--- src/design/lcgnp_pkg.sv ---
package lcgnp_pkg;

    localparam logic [31:0] LCG_MUL     = 32'd1103515245;
    localparam logic [31:0] LCG_ADD     = 32'd12345;
    localparam logic [7:0]  RESIDUE_MOD = 8'd99;

    localparam int SEED_W   = 32;
    localparam int THRESH_W = 7;
    localparam int COLOR_W  = 32;
    localparam int VALUE_W  = 31;
    localparam int CFG_IDX_W = 2;
    localparam int CFG_DATA_W = 32;

    localparam logic [CFG_IDX_W-1:0] REG_START_SEED  = 2'd0;
    localparam logic [CFG_IDX_W-1:0] REG_THRESHOLD   = 2'd1;
    localparam logic [CFG_IDX_W-1:0] REG_COLOR_BELOW = 2'd2;
    localparam logic [CFG_IDX_W-1:0] REG_COLOR_ABOVE = 2'd3;

    localparam logic [SEED_W-1:0]   START_SEED_RST  = 32'h0000_0000;
    localparam logic [THRESH_W-1:0] THRESHOLD_RST   = 7'd50;
    localparam logic [COLOR_W-1:0]  COLOR_BELOW_RST = 32'hFFFF_FFFF;
    localparam logic [COLOR_W-1:0]  COLOR_ABOVE_RST = 32'h0000_0000;

    typedef struct packed {
        logic       accept;
        logic       step_en;
        logic       step_first;
        logic       mod_en;
        logic       mod_first;
        logic [1:0] mod_sel;
        logic       out_load;
    } cmd_t;

    typedef enum logic [3:0] {
        ST_IDLE = 4'b0001,
        ST_STEP = 4'b0010,
        ST_MOD  = 4'b0100,
        ST_DONE = 4'b1000
    } state_t;

endpackage

--- src/design/lcgnp_ctrl.sv ---
module lcgnp_ctrl
(
    input  logic              clk,
    input  logic              rst_n,
    input  logic              in_valid,
    output logic              in_stall,
    output logic              out_valid,
    input  logic              out_stall,
    output lcgnp_pkg::cmd_t   cmd
);

    lcgnp_pkg::state_t state_reg;
    lcgnp_pkg::state_t state_next;
    logic [1:0]        cnt_reg;
    logic [1:0]        cnt_next;
    logic              out_valid_reg;
    logic              out_valid_next;
    logic              out_free;

    assign out_free  = !out_valid_reg || !out_stall;
    assign in_stall  = (state_reg != lcgnp_pkg::ST_IDLE);
    assign out_valid = out_valid_reg;

    always_comb
    begin
        state_next     = state_reg;
        cnt_next       = cnt_reg;
        cmd            = '0;
        cmd.step_first = (cnt_reg == 2'd0);
        cmd.mod_first  = (cnt_reg == 2'd0);
        cmd.mod_sel    = cnt_reg;
        unique case (state_reg)
            lcgnp_pkg::ST_IDLE:
            begin
                if (in_valid)
                begin
                    cmd.accept = 1'b1;
                    cnt_next   = 2'd0;
                    state_next = lcgnp_pkg::ST_STEP;
                end
            end
            lcgnp_pkg::ST_STEP:
            begin
                cmd.step_en = 1'b1;
                if (cnt_reg == 2'd2)
                begin
                    cnt_next   = 2'd0;
                    state_next = lcgnp_pkg::ST_MOD;
                end
                else
                begin
                    cnt_next = cnt_reg + 2'd1;
                end
            end
            lcgnp_pkg::ST_MOD:
            begin
                cmd.mod_en = 1'b1;
                cnt_next   = cnt_reg + 2'd1;
                if (cnt_reg == 2'd3)
                begin
                    state_next = lcgnp_pkg::ST_DONE;
                end
            end
            lcgnp_pkg::ST_DONE:
            begin
                if (out_free)
                begin
                    cmd.out_load = 1'b1;
                    state_next   = lcgnp_pkg::ST_IDLE;
                end
            end
            default:
            begin
                state_next = lcgnp_pkg::ST_IDLE;
            end
        endcase
    end

    always_comb
    begin
        out_valid_next = out_valid_reg;
        if (cmd.out_load)
        begin
            out_valid_next = 1'b1;
        end
        else if (out_valid_reg && !out_stall)
        begin
            out_valid_next = 1'b0;
        end
    end

    always_ff @(posedge clk or negedge rst_n)
    begin
        if (!rst_n)
        begin
            state_reg     <= lcgnp_pkg::ST_IDLE;
            cnt_reg       <= 2'd0;
            out_valid_reg <= 1'b0;
        end
        else
        begin
            state_reg     <= state_next;
            cnt_reg       <= cnt_next;
            out_valid_reg <= out_valid_next;
        end
    end

endmodule

--- src/design/lcgnp_datapath.sv ---
module lcgnp_datapath
(
    input  logic                                   clk,
    input  logic                                   rst_n,
    input  lcgnp_pkg::cmd_t                        cmd,
    input  logic                                   first_pixel,
    input  logic                                   cfg_we,
    input  logic [lcgnp_pkg::CFG_IDX_W-1:0]        cfg_index,
    input  logic [lcgnp_pkg::CFG_DATA_W-1:0]       cfg_data,
    output logic [lcgnp_pkg::COLOR_W-1:0]          pixel_color,
    output logic [lcgnp_pkg::VALUE_W-1:0]          random_value
);

    logic [lcgnp_pkg::SEED_W-1:0]   start_seed_reg;
    logic [lcgnp_pkg::THRESH_W-1:0] threshold_reg;
    logic [lcgnp_pkg::COLOR_W-1:0]  color_below_reg;
    logic [lcgnp_pkg::COLOR_W-1:0]  color_above_reg;

    logic [lcgnp_pkg::SEED_W-1:0]   seed_state_reg;
    logic                           first_reg;
    logic [lcgnp_pkg::VALUE_W-1:0]  val_reg;
    logic [lcgnp_pkg::VALUE_W-1:0]  val_next;
    logic [6:0]                     rem_reg;
    logic [6:0]                     rem_next;
    logic [lcgnp_pkg::COLOR_W-1:0]  color_reg;
    logic [lcgnp_pkg::VALUE_W-1:0]  value_reg;

    logic [lcgnp_pkg::SEED_W-1:0]   lcg_src;
    logic [lcgnp_pkg::SEED_W-1:0]   lcg_next;
    logic [31:0]                    val_padded;
    logic [1:0]                     byte_sel;
    logic [7:0]                     mod_bits;

    always_ff @(posedge clk or negedge rst_n)
    begin
        if (!rst_n)
        begin
            start_seed_reg  <= lcgnp_pkg::START_SEED_RST;
            threshold_reg   <= lcgnp_pkg::THRESHOLD_RST;
            color_below_reg <= lcgnp_pkg::COLOR_BELOW_RST;
            color_above_reg <= lcgnp_pkg::COLOR_ABOVE_RST;
        end
        else if (cfg_we)
        begin
            unique case (cfg_index)
                lcgnp_pkg::REG_START_SEED:  start_seed_reg  <= cfg_data;
                lcgnp_pkg::REG_THRESHOLD:   threshold_reg   <= cfg_data[lcgnp_pkg::THRESH_W-1:0];
                lcgnp_pkg::REG_COLOR_BELOW: color_below_reg <= cfg_data;
                lcgnp_pkg::REG_COLOR_ABOVE: color_above_reg <= cfg_data;
                default: ;
            endcase
        end
    end

    // The first step of a pixel marked as the first of an image starts from the seed.
    assign lcg_src  = (cmd.step_first && first_reg) ? start_seed_reg : seed_state_reg;
    assign lcg_next = (lcg_src * lcgnp_pkg::LCG_MUL) + lcgnp_pkg::LCG_ADD;

    always_comb
    begin
        if (cmd.step_first)
        begin
            val_next = {20'd0, lcg_next[26:16]};
        end
        else
        begin
            val_next = {val_reg[20:0], 10'd0} ^ {21'd0, lcg_next[25:16]};
        end
    end

    assign val_padded = {1'b0, val_reg};
    assign byte_sel   = 2'd3 - cmd.mod_sel;
    assign mod_bits   = val_padded[{byte_sel, 3'b000} +: 8];

    // Restoring reduction modulo 99, one byte of the value per cycle, top byte first.
    always_comb
    begin
        logic [7:0] trial;
        logic [6:0] acc;
        acc = cmd.mod_first ? 7'd0 : rem_reg;
        for (int i = 7; i >= 0; i--)
        begin
            trial = {acc, mod_bits[i]};
            if (trial >= lcgnp_pkg::RESIDUE_MOD)
            begin
                trial = trial - lcgnp_pkg::RESIDUE_MOD;
            end
            acc = trial[6:0];
        end
        rem_next = acc;
    end

    always_ff @(posedge clk or negedge rst_n)
    begin
        if (!rst_n)
        begin
            seed_state_reg <= '0;
        end
        else if (cmd.step_en)
        begin
            seed_state_reg <= lcg_next;
        end
    end

    always_ff @(posedge clk)
    begin
        if (cmd.accept)
        begin
            first_reg <= first_pixel;
        end
        if (cmd.step_en)
        begin
            val_reg <= val_next;
        end
        if (cmd.mod_en)
        begin
            rem_reg <= rem_next;
        end
        if (cmd.out_load)
        begin
            color_reg <= (rem_reg < threshold_reg) ? color_below_reg : color_above_reg;
            value_reg <= val_reg;
        end
    end

    assign pixel_color  = color_reg;
    assign random_value = value_reg;

endmodule

--- src/design/lcg_noise_pixel_generator_unit.sv ---
// Each item runs three dependent LCG steps through the single 32-bit multiplier, then
// four byte steps of the byte-serial modulo-99 unit; a new item waits (in_stall)
// until the result is loaded, which waits while a held result is stalled at the output.
// A new item is accepted while the previous result still waits in the output register.
// Reset (rst_n low, asynchronous) clears the seed state to zero and loads the
// register defaults: seed 0, threshold 50, colour below all ones, colour above zero.
module lcg_noise_pixel_generator_unit
(
    input  logic                                   clk,
    input  logic                                   rst_n,
    input  logic                                   in_valid,
    output logic                                   in_stall,
    input  logic                                   first_pixel,
    output logic                                   out_valid,
    input  logic                                   out_stall,
    output logic [lcgnp_pkg::COLOR_W-1:0]          pixel_color,
    output logic [lcgnp_pkg::VALUE_W-1:0]          random_value,
    input  logic                                   cfg_we,
    input  logic [lcgnp_pkg::CFG_IDX_W-1:0]        cfg_index,
    input  logic [lcgnp_pkg::CFG_DATA_W-1:0]       cfg_data
);

    lcgnp_pkg::cmd_t cmd;

    lcgnp_ctrl u_ctrl
    (
        .clk       (clk),
        .rst_n     (rst_n),
        .in_valid  (in_valid),
        .in_stall  (in_stall),
        .out_valid (out_valid),
        .out_stall (out_stall),
        .cmd       (cmd)
    );

    lcgnp_datapath u_datapath
    (
        .clk          (clk),
        .rst_n        (rst_n),
        .cmd          (cmd),
        .first_pixel  (first_pixel),
        .cfg_we       (cfg_we),
        .cfg_index    (cfg_index),
        .cfg_data     (cfg_data),
        .pixel_color  (pixel_color),
        .random_value (random_value)
    );

endmodule
--- config.mk ---
export PLATFORM = sky130hd
export DESIGN_NAME = lcg_noise_pixel_generator_unit
export DESIGN_NICKNAME = d
export VERILOG_FILES = /design/src/design/lcgnp_pkg.sv /design/src/design/lcgnp_ctrl.sv /design/src/design/lcgnp_datapath.sv /design/src/design/lcg_noise_pixel_generator_unit.sv
export SDC_FILE = /design/constraint.sdc
export NUM_CORES = 1
export LEC_CHECK = 0
export BUFFER_PORTS_ARGS = -buffer_cell sky130_fd_sc_hd__buf_4
export CAP_MARGIN = 15
export CORE_UTILIZATION = 45
export DETAILED_ROUTE_END_ITERATION = 7
export PLACE_DENSITY = 0.69
export SKIP_LAST_GASP = 1
export SLEW_MARGIN = 20
export SYNTH_ARGS = -nofsm -noshare
export SYNTH_HDL_FRONTEND = slang
export SYNTH_SLANG_ARGS = --single-unit
--- constraint.sdc ---
create_clock -name clk -period 9.6 [get_ports clk]
set_input_delay 1.92 -clock clk [delete_from_list [all_inputs] [get_ports clk]]
set_output_delay 1.92 -clock clk [all_outputs]
set_load 0.01 [all_outputs]
==> qor.tcl <==
set qor(status) {finished, final reports clean}
set qor(max_freq_ghz) 0.110
set qor(setup.worst_path.end_class) {register}
set qor(port-buffer-count) 104
set qor(synth.distinct_cells) 103
set qor(vias_per_cell) 5.32
set qor(grt_use_total_pct) 21.3
set qor(worst_hold_margin_ps) 465
set qor(layout-area-overhead-vs-synth_pct) 13.6
set qor(slew_headroom_pct) 29.1
set qor(critPathMaxFanout) 8
set qor(cts_htree_levels) 1
set qor(global_route_wire_length_before_repair_mm) 69.8
set qor(cts_root_buf) {sky130_fd_sc_hd__clkbuf_16}
set qor(placedCellCount) 2249
set qor(avgRoutedWirePerCell_um) 18.7
set qor(slew_violations) 0
set qor(synth-warning-count) 0
set qor(critical_path.slowest_cell) {sky130_fd_sc_hd__nor4b_4}
set qor(fin_skew_ps) 34.2
set qor(initialDrtViolationCount) 559
set qor(rr_worst_depth) 38
set qor(cpPeakStageDelay_ps) 450
set qor(totalWireLength_mm) 43.2
set qor(clock_insertion_delay_worst_skew_ps) 570
set qor(post_cts_hold_buffer_count) 0
set qor(antenna_violations_before_repair) 1
set qor(critPathLaunchType) {register}
set qor(post_synth_inst_count) 1618
set qor(yosys_register_bits) 234
set qor(area_contributors_post_synth) {sky130_fd_sc_hd__edfxtp_1 16%, sky130_fd_sc_hd__fa_1 15%, sky130_fd_sc_hd__dfrtp_1 13%}
set qor(postPlaceCellArea_mm2) 0.0202
set qor(finalInstanceArea_mm2) 0.0212
set qor(worst_setup_path_startpoint) {u_ctrl.cnt_reg[1]}
set qor(post-dp-hpwl_mm) 34.5
set qor(core_area_mm2) 0.0408
set qor(hold_violations) 0
set qor(drt.antenna.violating_nets) 0
set qor(clock_tree.buffer_depth) 3
set qor(post_synth_most_frequent_cells) {301 x sky130_fd_sc_hd__inv_1, 176 x sky130_fd_sc_hd__ha_1, 146 x sky130_fd_sc_hd__mux2_2}
set qor(timing.final.crit_share_pct) 94.7
set qor(synthArstFlopShare_pct) 56.4
set qor(crit_required_ps) 9900
set qor(path_clk_slew_ps) 70
set qor(holdCritPathClass) {register to register}
set qor(drive_above_1_share_pct) 25.4
set qor(grt_max_degree) 78
set qor(floorplan.io_pins) 105
set qor(initial_utilization_pct) 45.6
set qor(globalRouteOverflowTotal) 0
set qor(number_of_flops_mapped_to_enable_cells_by_yosys) 102
set qor(drc) 0
set qor(die_width_um) 206
set qor(final_cells) 2305
set qor(mappedNetlistNets) 1969
set qor(setup_viol) 0
set qor(critical_path_class) {register to register}
set qor(synthFlopType) {sky130_fd_sc_hd__edfxtp_1}
set qor(n_antenna_cell) 0
set qor(cts_tree) {done}
set qor(maxCapViolCount) 0
set qor(r2r_slack_ps) 500
set qor(min_from) {u_datapath.val_reg[28]}
set qor(drt_first_pass_iters) 5
set qor(grt_setup_unrepaired) {true}
set qor(number_of_nets_in_the_finished_design) 2104
set qor(numCtsBuffers) 26
set qor(dieHeight_um) 206
set qor(synth_top_cell_area_share_pct) 16.4
set qor(synth.avg_cell_area_um2) 11.5
set qor(hold_depth) 0
set qor(synth.yosys.seq_area_share_pct) 34.4
set qor(worst_r2r_startpoint) {u_ctrl.cnt_reg[1]}
set qor(place_congestion) 0.956
set qor(layout_min_cycle_time_ps) 9100
set qor(rows) 74
set qor(syn-cell-area_mm2) 0.0186
set qor(grt_pass1_vias) 13030
set qor(cts_sinks) 234
set qor(arrival_worst_endpoint_ps) 9390
set qor(netlist.top_cell.by_area) {sky130_fd_sc_hd__edfxtp_1}
set qor(num_vias) 12265
set qor(die_outline_area_mm2) 0.0422
set qor(synth_most_common_cell) {sky130_fd_sc_hd__inv_1}
set qor(tightestPinTransition_ps) 1060
-- path summary, 6_finish.rpt --
path / end
setup / recovery: u_datapath.rem_reg[1]
hold / removal: u_datapath.random_value[28]
setup reg to reg: u_datapath.rem_reg[1]
hold reg to reg: u_datapath.random_value[28]
max in group asynchronous: u_datapath.threshold_reg[3]
min in group asynchronous: u_datapath.color_above_reg[11]
-- critical path, delay by kind of cell, from the launching register on --
family	cells	cell delay (ps)
buffers and inverters	5	530
AND/OR/NAND/NOR	11	2180
flip-flops	1	410
AO/OA/AOI/OAI	10	2680
multiplexers	2	760
adder cells (fa/ha/maj)	6	1540
XOR/XNOR	4	730
-- cell families (layout without fill, tap and decap cells) --
family | after synthesis | in the layout | synth area share [%]
XOR/XNOR | 71 | 71 | 3.55
buffers and inverters | 337 | 492 | 6.93
flip-flops | 234 | 234 | 34.4
multiplexers | 190 | 190 | 11.8
AND/OR/NAND/NOR | 251 | 251 | 7.41
AO/OA/AOI/OAI | 224 | 224 | 9.63
adder cells (fa/ha/maj) | 311 | 311 | 26.3
-- placed cells by master (no fill, tap or decap), types with 5 or more instances in the layout --
master	netlist	final
sky130_fd_sc_hd__dfrtp_1	96	96
sky130_fd_sc_hd__nor2_1	40	40
sky130_fd_sc_hd__mux4_2	7	7
sky130_fd_sc_hd__nand4b_1	5	5
sky130_fd_sc_hd__nand3b_1	9	9
sky130_fd_sc_hd__mux2_2	146	146
sky130_fd_sc_hd__edfxtp_1	102	102
sky130_fd_sc_hd__o21a_1	7	7
sky130_fd_sc_hd__o21ai_1	9	9
sky130_fd_sc_hd__mux2i_1	34	30
sky130_fd_sc_hd__nor2b_1	30	30
sky130_fd_sc_hd__inv_1	301	298
sky130_fd_sc_hd__buf_4	0	140
sky130_fd_sc_hd__nand2_1	72	71
sky130_fd_sc_hd__nand3_1	18	17
sky130_fd_sc_hd__ha_1	176	172
sky130_fd_sc_hd__a21o_1	14	14
sky130_fd_sc_hd__nor3_1	18	17
sky130_fd_sc_hd__o22ai_1	5	5
sky130_fd_sc_hd__fa_1	135	135
sky130_fd_sc_hd__dfstp_2	36	36
sky130_fd_sc_hd__o21bai_1	11	11
sky130_fd_sc_hd__a21oi_1	50	47
sky130_fd_sc_hd__nand2b_1	7	7
sky130_fd_sc_hd__clkbuf_16	0	26
sky130_fd_sc_hd__xnor2_1	56	55
sky130_fd_sc_hd__o21ai_0	32	32
sky130_fd_sc_hd__and3_1	6	6
sky130_fd_sc_hd__a211oi_1	8	7
sky130_fd_sc_hd__and2_1	7	7
sky130_fd_sc_hd__inv_2	2	5
sky130_fd_sc_hd__xor2_1	12	12
-- repair_timing --
action                                  4_1_cts  5_1_grt
hold endpoints to repair                      0        0
setup buffers                                 0        8
resized for setup                             0       17
endpoints found under the setup margin        0       10
-- layout make-up --
class / instances / area, um^2
Inverter: 303 / 1140
Clock buffer: 32 / 693
Fill cell: 3639 / 19700
Tap cell: 532 / 666
Timing Repair Buffer: 141 / 1060
Multi-Input combinational cell: 1047 / 11000
Clock inverter: 16 / 170
Sequential cell: 234 / 6410
-- layer usage --
| layer | part of all wire, % | global-route usage [%] | wire length [um] | vias up |
|---|---|---|---|---|
| met3 | 3.8 | 2.96 | 1620 | 65 |
| met2 | 50 | 37.4 | 21800 | 213 |
| met5 | 0 | 0 | 0 | - |
| met4 | 2.5 | 6.14 | 1090 | 0 |
| li1 | - | - | - | 5804 |
| met1 | 43 | 27.2 | 18700 | 6183 |
-- stage by stage --
| step | worst slack (ps) | TNS (ps) | utilization [%] |
|---|---|---|---|
| 2_1_floorplan | 13.8 | 0 | - |
| 3_3_place_gp | 326 | 0 | 49.4 |
| 3_5_place_dp | 165 | 0 | 49.4 |
| 4_1_cts | 127 | 0 | 51.6 |
| 5_1_grt | -67.4 | -67.4 | 51.9 |
| 6_report | 505 | 0 | 51.9 |
Power is not shown: default switching activity piles up to over one toggle a cycle in this logic, so the estimate is an artifact.
